$ cat src/hw/rtl/axis_and_heading_ema_smoother_macros.svh
// assertion macros shared by the smoother rtl
`ifndef AXIS_AND_HEADING_EMA_SMOOTHER_MACROS_SVH
`define AXIS_AND_HEADING_EMA_SMOOTHER_MACROS_SVH

// same-cycle implication, checked on clk while out of reset
`define AESM_ASSERT_NOW(label, ante, cons, msg) \
  label: assert property (@(posedge clk) disable iff (!rst_n) (ante) |-> (cons)) \
    else $error(msg);

// next-cycle implication, checked on clk while out of reset
`define AESM_ASSERT_NEXT(label, ante, cons, msg) \
  label: assert property (@(posedge clk) disable iff (!rst_n) (ante) |=> (cons)) \
    else $error(msg);

`endif

$ cat src/hw/rtl/aesm_pkg.sv
// types, constants and helpers for the axis and heading smoother
package aesm_pkg;

  localparam int AXIS_ONE     = 16384;
  localparam int ALPHA_ONE    = 65536;
  localparam int HEAD_FULL    = 36000;
  localparam int HEAD_HALF    = 18000;
  localparam int STICK_CENTRE = 127;
  // 16384 = 127 * 129 + 1, so d * 16384 / 127 is d * 129 for |d| < 127
  localparam int STICK_GAIN   = 129;

  localparam int WEIGHT_W = 17;
  localparam int GAIN_W   = 16;
  localparam int CFG_IDX_W = 8;
  localparam int CFG_DAT_W = 17;
  localparam int MUL_W    = 18;
  localparam int PROD_W   = 2 * MUL_W;

  // configuration register indexes
  localparam logic [CFG_IDX_W-1:0] REG_SMOOTHING_WEIGHT = 8'd0;
  localparam logic [CFG_IDX_W-1:0] REG_SPEED_GAIN       = 8'd1;

  typedef struct packed {
    logic [15:0] heading_in;
    logic [7:0]  stick_x_raw;
    logic [7:0]  stick_y_raw;
  } in_beat_t;

  typedef struct packed {
    logic signed [15:0] axis_x_smooth;
    logic signed [15:0] axis_y_smooth;
    logic        [15:0] heading_smooth;
    logic signed [15:0] joy_x_out;
    logic signed [15:0] joy_y_out;
  } out_beat_t;

  typedef enum logic [2:0] {
    ST_IDLE,
    ST_EMA_X,
    ST_EMA_Y,
    ST_HEAD,
    ST_JOY_X,
    ST_JOY_Y,
    ST_DONE
  } state_t;

  typedef enum logic [2:0] {
    OP_EMA_X,
    OP_EMA_Y,
    OP_HEAD,
    OP_JOY_X,
    OP_JOY_Y
  } op_t;

  typedef struct packed {
    op_t  op;
    logic mul_en;
    logic upd_x;
    logic upd_y;
    logic upd_h;
    logic upd_jx;
    logic fin;
  } ctl_t;

  // centred stick offset (-128..128) to clamped Q2.14 axis
  function automatic logic signed [15:0] stick_axis(input logic signed [8:0] d);
    logic signed [15:0] r;
    if (d >= 9'(STICK_CENTRE)) begin
      r = 16'(AXIS_ONE);
    end else if (d <= -9'(STICK_CENTRE)) begin
      r = -16'(AXIS_ONE);
    end else begin
      r = 16'(d * 16'(STICK_GAIN));
    end
    return r;
  endfunction

  // gain product shifted down by 8 and saturated to +-1.0
  function automatic logic signed [15:0] clamp_joy(input logic signed [PROD_W-1:0] p);
    logic signed [PROD_W-9:0] v;
    logic signed [15:0]       r;
    v = p[PROD_W-1:8];
    if (v > (PROD_W-8)'(AXIS_ONE)) begin
      r = 16'(AXIS_ONE);
    end else if (v < -(PROD_W-8)'(AXIS_ONE)) begin
      r = -16'(AXIS_ONE);
    end else begin
      r = v[15:0];
    end
    return r;
  endfunction

endpackage

$ cat src/hw/rtl/aesm_mul.sv
// shared signed multiplier with registered product
module aesm_mul (
  input  logic                                clk,
  input  logic                                en,
  input  logic signed [aesm_pkg::MUL_W-1:0]   a,
  input  logic signed [aesm_pkg::MUL_W-1:0]   b,
  output logic signed [aesm_pkg::PROD_W-1:0]  prod
);
  import aesm_pkg::*;

  logic signed [PROD_W-1:0] prod_r;
  logic signed [PROD_W-1:0] prod_nxt;

  // one product per enabled cycle
  assign prod_nxt = en ? (a * b) : prod_r;

  always_ff @(posedge clk) begin
    prod_r <= prod_nxt;
  end

  assign prod = prod_r;

endmodule

$ cat src/hw/rtl/aesm_ctrl.sv
// sequencer stepping the shared multiplier through the five products
`include "axis_and_heading_ema_smoother_macros.svh"

module aesm_ctrl (
  input  logic           clk,
  input  logic           rst_n,
  input  logic           start,
  input  logic           out_free,
  output logic           busy,
  output aesm_pkg::ctl_t ctl
);
  import aesm_pkg::*;

  state_t state_r;
  state_t state_nxt;

  // next state
  always_comb begin
    state_nxt = state_r;
    case (state_r)
      ST_IDLE:  if (start) state_nxt = ST_EMA_X;
      ST_EMA_X: state_nxt = ST_EMA_Y;
      ST_EMA_Y: state_nxt = ST_HEAD;
      ST_HEAD:  state_nxt = ST_JOY_X;
      ST_JOY_X: state_nxt = ST_JOY_Y;
      ST_JOY_Y: state_nxt = ST_DONE;
      ST_DONE:  if (out_free) state_nxt = ST_IDLE;
      default:  state_nxt = ST_IDLE;
    endcase
  end

  always_ff @(posedge clk) begin
    if (!rst_n) begin
      state_r <= ST_IDLE;
    end else begin
      state_r <= state_nxt;
    end
  end

  // outputs per state
  always_comb begin
    ctl  = '0;
    busy = 1'b1;
    case (state_r)
      ST_IDLE: begin
        busy = 1'b0;
      end
      ST_EMA_X: begin
        ctl.op     = OP_EMA_X;
        ctl.mul_en = 1'b1;
      end
      ST_EMA_Y: begin
        ctl.op     = OP_EMA_Y;
        ctl.mul_en = 1'b1;
        ctl.upd_x  = 1'b1;
      end
      ST_HEAD: begin
        ctl.op     = OP_HEAD;
        ctl.mul_en = 1'b1;
        ctl.upd_y  = 1'b1;
      end
      ST_JOY_X: begin
        ctl.op     = OP_JOY_X;
        ctl.mul_en = 1'b1;
        ctl.upd_h  = 1'b1;
      end
      ST_JOY_Y: begin
        ctl.op     = OP_JOY_Y;
        ctl.mul_en = 1'b1;
        ctl.upd_jx = 1'b1;
      end
      ST_DONE: begin
        ctl.fin = out_free;
      end
      default: begin
        busy = 1'b1;
      end
    endcase
  end

  `AESM_ASSERT_NEXT(a_start_seq, (state_r == ST_IDLE) && start, state_r == ST_EMA_X, "start did not enter the product sequence")
  `AESM_ASSERT_NOW(a_fin_free, ctl.fin, out_free && (state_r == ST_DONE), "result loaded while output register busy")
  `AESM_ASSERT_NOW(a_upd_onehot, 1'b1, $onehot0({ctl.upd_x, ctl.upd_y, ctl.upd_h, ctl.upd_jx, ctl.fin}), "more than one update strobe")

endmodule

$ cat src/hw/rtl/axis_and_heading_ema_smoother.sv
// top level: stick and heading smoother with ema over one shared multiplier
//
// Input channel in_valid/in_stall/in_data carries one sample beat: heading in
// hundredths of a degree and two raw stick bytes. Output channel
// out_valid/out_stall/out_data carries one result beat per sample: both
// smoothed axes, the smoothed heading and the two gained joystick axes.
// cfg_valid/cfg_ready/cfg_index/cfg_data writes the smoothing weight (index 0)
// and the speed gain (index 1); other indexes are dropped. cfg_ready is
// always high; write only while no sample is in flight.
// Each sample runs five products through one shared 18x18 multiplier, one per
// cycle, with an add stage behind each average product and a clamp behind each
// joystick product. A new sample is taken only once the last one has finished;
// in_stall is high while the sequencer is busy.
// If the receiver stalls, the result holds in the output register; a next
// sample may be accepted meanwhile but completes only once that beat is taken.
// Synchronous reset clears the averages to zero, restores the register
// defaults (weight 19661, gain 256) and empties the output register.
`include "axis_and_heading_ema_smoother_macros.svh"

module axis_and_heading_ema_smoother (
  input  logic                                clk,
  input  logic                                rst_n,
  input  logic                                in_valid,
  output logic                                in_stall,
  input  aesm_pkg::in_beat_t                  in_data,
  output logic                                out_valid,
  input  logic                                out_stall,
  output aesm_pkg::out_beat_t                 out_data,
  input  logic                                cfg_valid,
  output logic                                cfg_ready,
  input  logic [aesm_pkg::CFG_IDX_W-1:0]      cfg_index,
  input  logic [aesm_pkg::CFG_DAT_W-1:0]      cfg_data
);
  import aesm_pkg::*;

  ctl_t ctl;
  logic busy;
  logic out_free;
  logic in_acc;

  logic [WEIGHT_W-1:0] weight_r, weight_nxt;
  logic [GAIN_W-1:0]   gain_r, gain_nxt;

  logic [WEIGHT_W-1:0] alpha_r;
  logic [15:0]         h_r;
  logic signed [15:0]  rawx_r, rawy_r;

  logic signed [15:0]  xavg_r, xavg_nxt;
  logic signed [15:0]  yavg_r, yavg_nxt;
  logic [15:0]         havg_r, havg_nxt;
  logic signed [15:0]  jx_r;

  out_beat_t out_r;
  logic      out_valid_r, out_valid_nxt;

  logic signed [MUL_W-1:0]  mul_a, mul_b;
  logic signed [PROD_W-1:0] prod;
  logic signed [MUL_W-1:0]  step;
  logic signed [MUL_W-1:0]  hdiff_raw, hdiff;
  logic signed [MUL_W-1:0]  hsum;
  logic [15:0]              h_mod;

  assign cfg_ready = 1'b1;
  assign in_stall  = busy;
  assign in_acc    = in_valid && !busy;
  assign out_free  = !out_valid_r || !out_stall;

  // configuration registers
  always_comb begin
    weight_nxt = weight_r;
    gain_nxt   = gain_r;
    if (cfg_valid && cfg_ready) begin
      case (cfg_index)
        REG_SMOOTHING_WEIGHT: weight_nxt = cfg_data[WEIGHT_W-1:0];
        REG_SPEED_GAIN:       gain_nxt   = cfg_data[GAIN_W-1:0];
        default: ;
      endcase
    end
  end

  always_ff @(posedge clk) begin
    if (!rst_n) begin
      weight_r <= WEIGHT_W'(19661);
      gain_r   <= GAIN_W'(256);
    end else begin
      weight_r <= weight_nxt;
      gain_r   <= gain_nxt;
    end
  end

  // heading folded into one turn
  assign h_mod = (in_data.heading_in >= 16'(HEAD_FULL)) ?
                 (in_data.heading_in - 16'(HEAD_FULL)) : in_data.heading_in;

  // sample capture: centred sticks, saturated weight
  always_ff @(posedge clk) begin
    if (in_acc) begin
      h_r     <= h_mod;
      rawx_r  <= stick_axis($signed({1'b0, in_data.stick_x_raw}) - 9'(STICK_CENTRE));
      rawy_r  <= stick_axis(9'(STICK_CENTRE) - $signed({1'b0, in_data.stick_y_raw}));
      alpha_r <= (weight_r > WEIGHT_W'(ALPHA_ONE)) ? WEIGHT_W'(ALPHA_ONE) : weight_r;
    end
  end

  aesm_ctrl u_ctrl (
    .clk      (clk),
    .rst_n    (rst_n),
    .start    (in_valid),
    .out_free (out_free),
    .busy     (busy),
    .ctl      (ctl)
  );

  // shortest-arc heading difference
  assign hdiff_raw = $signed({2'b00, h_r}) - $signed({2'b00, havg_r});
  always_comb begin
    hdiff = hdiff_raw;
    if (hdiff_raw > MUL_W'(HEAD_HALF)) begin
      hdiff = hdiff_raw - MUL_W'(HEAD_FULL);
    end else if (hdiff_raw < -MUL_W'(HEAD_HALF)) begin
      hdiff = hdiff_raw + MUL_W'(HEAD_FULL);
    end
  end

  // operand select for the shared multiplier
  always_comb begin
    mul_a = $signed({1'b0, alpha_r});
    mul_b = '0;
    case (ctl.op)
      OP_EMA_X: mul_b = $signed({{2{rawx_r[15]}}, rawx_r})
                      - $signed({{2{xavg_r[15]}}, xavg_r});
      OP_EMA_Y: mul_b = $signed({{2{rawy_r[15]}}, rawy_r})
                      - $signed({{2{yavg_r[15]}}, yavg_r});
      OP_HEAD:  mul_b = hdiff;
      OP_JOY_X: begin
        mul_a = $signed({2'b00, gain_r});
        mul_b = $signed({{2{xavg_r[15]}}, xavg_r});
      end
      OP_JOY_Y: begin
        mul_a = $signed({2'b00, gain_r});
        mul_b = $signed({{2{yavg_r[15]}}, yavg_r});
      end
      default: mul_b = '0;
    endcase
  end

  aesm_mul u_mul (
    .clk  (clk),
    .en   (ctl.mul_en),
    .a    (mul_a),
    .b    (mul_b),
    .prod (prod)
  );

  // weighted step, floor of product over 2^16
  assign step = prod[MUL_W+15:16];
  assign hsum = $signed({2'b00, havg_r}) + step;

  // average updates
  always_comb begin
    xavg_nxt = xavg_r;
    yavg_nxt = yavg_r;
    havg_nxt = havg_r;
    if (ctl.upd_x) begin
      xavg_nxt = 16'(xavg_r + step);
    end
    if (ctl.upd_y) begin
      yavg_nxt = 16'(yavg_r + step);
    end
    if (ctl.upd_h) begin
      if (hsum < 0) begin
        havg_nxt = 16'(hsum + MUL_W'(HEAD_FULL));
      end else if (hsum >= MUL_W'(HEAD_FULL)) begin
        havg_nxt = 16'(hsum - MUL_W'(HEAD_FULL));
      end else begin
        havg_nxt = hsum[15:0];
      end
    end
  end

  always_ff @(posedge clk) begin
    if (!rst_n) begin
      xavg_r <= '0;
      yavg_r <= '0;
      havg_r <= '0;
    end else begin
      xavg_r <= xavg_nxt;
      yavg_r <= yavg_nxt;
      havg_r <= havg_nxt;
    end
  end

  always_ff @(posedge clk) begin
    if (ctl.upd_jx) begin
      jx_r <= clamp_joy(prod);
    end
  end

  // output register
  always_comb begin
    out_valid_nxt = out_valid_r;
    if (ctl.fin) begin
      out_valid_nxt = 1'b1;
    end else if (!out_stall) begin
      out_valid_nxt = 1'b0;
    end
  end

  always_ff @(posedge clk) begin
    if (!rst_n) begin
      out_valid_r <= 1'b0;
    end else begin
      out_valid_r <= out_valid_nxt;
    end
  end

  always_ff @(posedge clk) begin
    if (ctl.fin) begin
      out_r.axis_x_smooth  <= xavg_r;
      out_r.axis_y_smooth  <= yavg_r;
      out_r.heading_smooth <= havg_r;
      out_r.joy_x_out      <= jx_r;
      out_r.joy_y_out      <= clamp_joy(prod);
    end
  end

  assign out_valid = out_valid_r;
  assign out_data  = out_r;

  `AESM_ASSERT_NOW(a_head_range, 1'b1, havg_r < 16'(HEAD_FULL), "heading average left one turn")
  `AESM_ASSERT_NOW(a_axis_range, 1'b1, (xavg_r <= 16'(AXIS_ONE)) && (xavg_r >= -16'(AXIS_ONE)), "x average beyond unit range")
  `AESM_ASSERT_NOW(a_busy_hold, busy, !in_acc, "sample taken while sequencer busy")

endmodule
$ cat config.mk
export PLATFORM = sky130hd
export DESIGN_NAME = axis_and_heading_ema_smoother
export DESIGN_NICKNAME = d
export VERILOG_FILES = /design/src/hw/rtl/aesm_pkg.sv /design/src/hw/rtl/aesm_mul.sv /design/src/hw/rtl/aesm_ctrl.sv /design/src/hw/rtl/axis_and_heading_ema_smoother.sv
export VERILOG_INCLUDE_DIRS = /design/src /design/src/hw/rtl
export SDC_FILE = /design/constraint.sdc
export NUM_CORES = 1
export LEC_CHECK = 0
export BUFFER_PORTS_ARGS = -buffer_cell sky130_fd_sc_hd__clkbuf_2
export CAP_MARGIN = 10
export CORE_UTILIZATION = 65
export CTS_CLUSTER_SIZE = 25
export DETAILED_ROUTE_END_ITERATION = 10
export GPL_TIMING_DRIVEN = 0
export PLACE_DENSITY = 0.87
export SLEW_MARGIN = 20
export SYNTH_ARGS = -nofsm -noshare
export SYNTH_HDL_FRONTEND = slang
export SYNTH_HIERARCHICAL = 1
export SYNTH_SLANG_ARGS = --single-unit
export TNS_END_PERCENT = 5
$ cat constraint.sdc
create_clock -name clk -period 18.5 [get_ports clk]
set_clock_uncertainty 0.2 [all_clocks]
set_input_delay 3.7 -clock clk [delete_from_list [all_inputs] [get_ports clk]]
set_output_delay 3.7 -clock clk [all_outputs]
set_load 0.03 [all_outputs]
### Yosys cells after proc, flatten, opt, wreduce, memory -nomap -nowiden

Cells that the tools add are included.

* bits of input ports: 62
* flip-flop bits (word level): 282
* output and inout port bits: 83

* equality and inequality tests: 14
* reduce and logical (&&, ||, !) cells: 13
* $lt $le $gt $ge: 12
* $mul: 3
* $add $sub $neg: 13
* mux-type cells: 23

Operator list (number)
* 2-to-1 mux 16 bit: 7
* case mux 18 bit (5 select lines): 1
* subtractor 16 x 16 -> 17 bit: 3
* multiplier 18 x 18 -> 36 bit: 1
* 2-to-1 mux 18 bit: 2
* adder 16 bit: 2
* multiplier 9 x 9 -> 16 bit (second input constant): 2
* subtractor 16 bit (second input constant): 2
* greater-than comparator 28 x 16 -> 1 bit (second input constant): 1
* less-than comparator 28 x 15 -> 1 bit (second input constant): 1
* case mux 3 bit (7 select lines): 1
* case mux 4 bit (5 select lines): 1
* adder 17 x 17 -> 18 bit (second input constant): 1
* adder 17 x 18 -> 18 bit: 1
* >= comparator 18 x 17 -> 1 bit (second input constant): 1
* >= comparator 9 x 8 -> 1 bit (second input constant): 2
* <= comparator 9 x 8 -> 1 bit (second input constant): 2
* less-than comparator 18 x 1 -> 1 bit (second input constant): 1
* subtractor 17 x 17 -> 18 bit (second input constant): 1
* greater-than comparator 17 x 16 -> 1 bit (second input constant): 1
* greater-than comparator 17 bit (second input constant): 1
* less-than comparator 17 x 16 -> 1 bit (second input constant): 1
* 2-to-1 mux 17 bit: 1
* adder 16 bit (second input constant): 1
* other kinds (18): 40

### Longest topological paths before layout

* depth in word-level cells: 6
* depth in mapped cells: 40
* mapped depth without buffers: 39

### Modules after synthesis

The synthesis kept the hierarchy.

By module, submodules not included
* axis_and_heading_ema_smoother: times used 1, cells an instance 1622, sequential area each 6476.2 um^2, area an instance 16030.4 um^2
* aesm_mul: times used 1, cells an instance 1413, sequential area each 1081.0 um^2, area an instance 13425.4 um^2
* aesm_ctrl: times used 1, cells an instance 29, sequential area each 60.1 um^2, area an instance 230.2 um^2

### Worst setup path before layout

Ideal clock, no wire load.

* path kind: input to register
* from: input port out_stall
* to: register out_r (netlist bit out_data[0]), enable pin
* arrival: 9629 ps
* path slack: 8036 ps
* path buffers: 0
* stages: 2
* path through: nand2_1 > nor3b_1

RTL lines
* from (decl): line axis_and_heading_ema_smoother.sv:27 `input logic out_stall,`
* to (decl): line axis_and_heading_ema_smoother.sv:53 `out_beat_t out_r;`

### Worst setup path after layout

* from: register havg_r[0]
* to: register u_mul.prod_r[34], in the netlist u_mul/prod[34], data pin

* cells in the longest elaborated chain, start to end: 6
* elaborated cells between the ends (all ways): 9
* those cells by class: 3 x add/sub; 1 x mul; 2 x order compare; 3 x mux

RTL lines
* from (decl): line axis_and_heading_ema_smoother.sv:50 `logic [15:0] havg_r, havg_nxt;`
* from (signal assigned): line axis_and_heading_ema_smoother.sv:189 `havg_r <= havg_nxt;`
* subtractor 16 x 16 -> 17 bit (*): line axis_and_heading_ema_smoother.sv:115 `assign hdiff_raw = $signed({2'b00, h_r}) - $signed({2'b00, havg_r});`
* adder 17 x 17 -> 18 bit / less-than comparator 17 x 16 -> 1 bit (equally long branches): line axis_and_heading_ema_smoother.sv:121, axis_and_heading_ema_smoother.sv:120
* 2-to-1 mux 18 bit: line axis_and_heading_ema_smoother.sv:120 `end else if (hdiff_raw < -MUL_W'(HEAD_HALF)) begin`
* 2-to-1 mux 18 bit (*): line axis_and_heading_ema_smoother.sv:118 `if (hdiff_raw > MUL_W'(HEAD_HALF)) begin`
* case mux 18 bit (5 select lines) (*): line axis_and_heading_ema_smoother.sv:129 `case (ctl.op)`
* via mul_b[13]: line axis_and_heading_ema_smoother.sv:56 `logic signed [MUL_W-1:0] mul_a, mul_b;`
* multiplier 18 x 18 -> 36 bit (*): line aesm_mul.sv:15 `assign prod_nxt = en ? (a * b) : prod_r;`
* to (signal assigned): line aesm_mul.sv:18 `prod_r <= prod_nxt;`
* to (decl): line aesm_mul.sv:11 `logic signed [PROD_W-1:0] prod_r;`

Mark *: on every way through the listed nets, which the timed path passes. The rest lies on a longest branch.
A chain may end at the register's enable or synchronous reset.

==> reports/metrics.csv <==
metric,value,unit
rows,77,
grt_max_degree,29,
min_path_type,reg2reg,
grt_most_used_layer,met2,
die_area,0.04613,sq mm
wl_per_cell,20.93,microns
slew_headroom,0.1889,
drc,0,
worst_pin_slew,1.211,ns
worstSetupPathType,reg2reg,
hpwl,63990,microns
cts.sinks,274,
fmax,80.34,MHz
slowest_delay,1.01,ns
finalMaxSlewViolations,0,
crit_fanout,10,
setup-violations-final,0,
grt_util_met3,0.07247,
grt_use_total,0.3525,
setup_tns,0,ns
die_h,214.8,microns
ant_nets,0,
drive_gt1_frac,0.08257,
postCtsSetupRepairBufs,0,
chipWidth,214.8,microns
grtUsageMet2,0.5698,
finalCritPeriodShare,0.6728,
cts_hold_buf,0,
cts.path.max_buffers,3,
grt_antenna_before_repair,2,
crit_required,18.51,ns
via_per_inst,6.129,
io_pins,145,
cts-root-buf,clkbuf_16,
grt_pass1_wl,127300,microns
syn_avg_cell_area,9.639,sq um
status,"finished, final reports clean",
cts-htree-levels,1,
crit_top_cell,fa_1,
seqCellArea,0.007377,sq mm
yosys_warnings,6,
fin_hold_ws,0.2203,ns
initial_core_util,0.6626,
maxCapViolations,0,
insertion_delay,0.57,ns
cp_data_arrival_time,12.45,ns
dp.cells,3810,
port_buffers,143,
synth_area,0.02943,sq mm
core-area,0.04441,sq mm
cts_buffers,28,
synth_cells,3053,
num-fill-cells,3121,
drt-total-wl,80920,microns
end_kind,register,
use_met1,0.4581,
cts_tree,built,
start_kind,register,
fin_nets,3890,
final_util,0.7224,
gr-total-overflow,0,
synthToLayoutAreaGrowth,9.027,%
path_clk_slew,0.06,ns
stdcell_count,3867,
critPathSlowestCell,o311ai_0,
place_congestion,1.020,
vias,23700,
rsz0062_at_grt,no,
multiInputGateArea,0.01982,sq mm
hold_viol,0,
drt_pass1_iterations,6,
min_period,12.45,ns
drt-initial-drc-count,2375,
grt_pass1_vias,24230,
post_cts_resized,0,
[path summary, 6_finish.rpt]
kind | startpoint | to | slack (ns) | cells after the start
worst max-delay path | havg_r[0] | u_mul/prod[34] | 6.05 | 36
worst min register to register | jx_r[3] | out_data[19] | 0.22 | 0
worst max register to register | havg_r[0] | u_mul/prod[34] | 6.05 | 36
worst min-delay path | jx_r[3] | out_data[19] | 0.22 | 0
[sequential cells by signal, indices dropped and copies added, names as in the netlist]
| name | count |
|---|---|
| havg_r | 16 |
| out_valid | 1 |
| h_r | 16 |
| xavg_r | 16 |
| gain_r | 16 |
| u_ctrl/state_r | 3 |
| u_mul/prod | 28 |
| out_data | 80 |
| yavg_r | 16 |
| rawx_r | 16 |
| weight_r | 17 |
| jx_r | 16 |
| alpha_r | 17 |
| rawy_r | 16 |
[critical path, delay by kind of cell, from the launching register on]
family,cells,cell delay [ns]
xor+xnor,2,0.67
fa+ha+maj,10,4.43
flops,1,0.39
buf+inv,7,1.52
simple gates,5,0.95
compound gates,12,3.90
[layer usage]
layer | wire [microns] | up-vias
li1 | - | 10460
met1 | 30390 | 11510
met2 | 37410 | 1405
met3 | 8936 | 324
met4 | 4186 | 0
met5 | 0 | -
[placed cells by master, fill, tap and decap left out, types with 18 or more instances in the layout]
| master | count |
|---|---|
| a21o_1 | 42 |
| a21oi_1 | 99 |
| and2_1 | 192 |
| and3_1 | 26 |
| clkbuf_1 | 83 |
| clkbuf_16 | 29 |
| clkbuf_2 | 144 |
| dfxtp_1 | 85 |
| edfxtp_1 | 189 |
| fa_1 | 339 |
| ha_1 | 240 |
| inv_1 | 505 |
| mux2_2 | 20 |
| mux2i_1 | 62 |
| nand2_1 | 280 |
| nand2b_1 | 26 |
| nand3_1 | 41 |
| nor2_1 | 132 |
| nor2b_1 | 104 |
| nor3_1 | 42 |
| nor4_1 | 19 |
| o211ai_1 | 18 |
| o21ai_0 | 81 |
| xnor2_1 | 95 |
| xor2_1 | 44 |
[per-stage QoR]
stage	cell area [sq um]	setup WS (ns)
3_3_place_gp	30910	5.282
4_1_cts	32060	6.501
3_5_place_dp	31080	6.577
5_1_grt	32070	5.890
2_1_floorplan	29460	8.036
6_report	32080	6.053
[layout make-up]
| class | count | share of cell area |
|---|---|---|
| multi-input combinational | 2190 | 0.6177 |
| clock buffer | 36 | 0.02344 |
| antenna | 5 | 0.0003900 |
| timing repair buffer | 158 | 0.02706 |
| buffer | 92 | 0.01209 |
| sequential | 274 | 0.2299 |
| tap | 592 | 0.02309 |
| clock inverter | 15 | 0.007176 |
| inverter | 505 | 0.05908 |
Power is not shown: default switching activity piles up to over one toggle a cycle in this logic, so the estimate is an artifact.
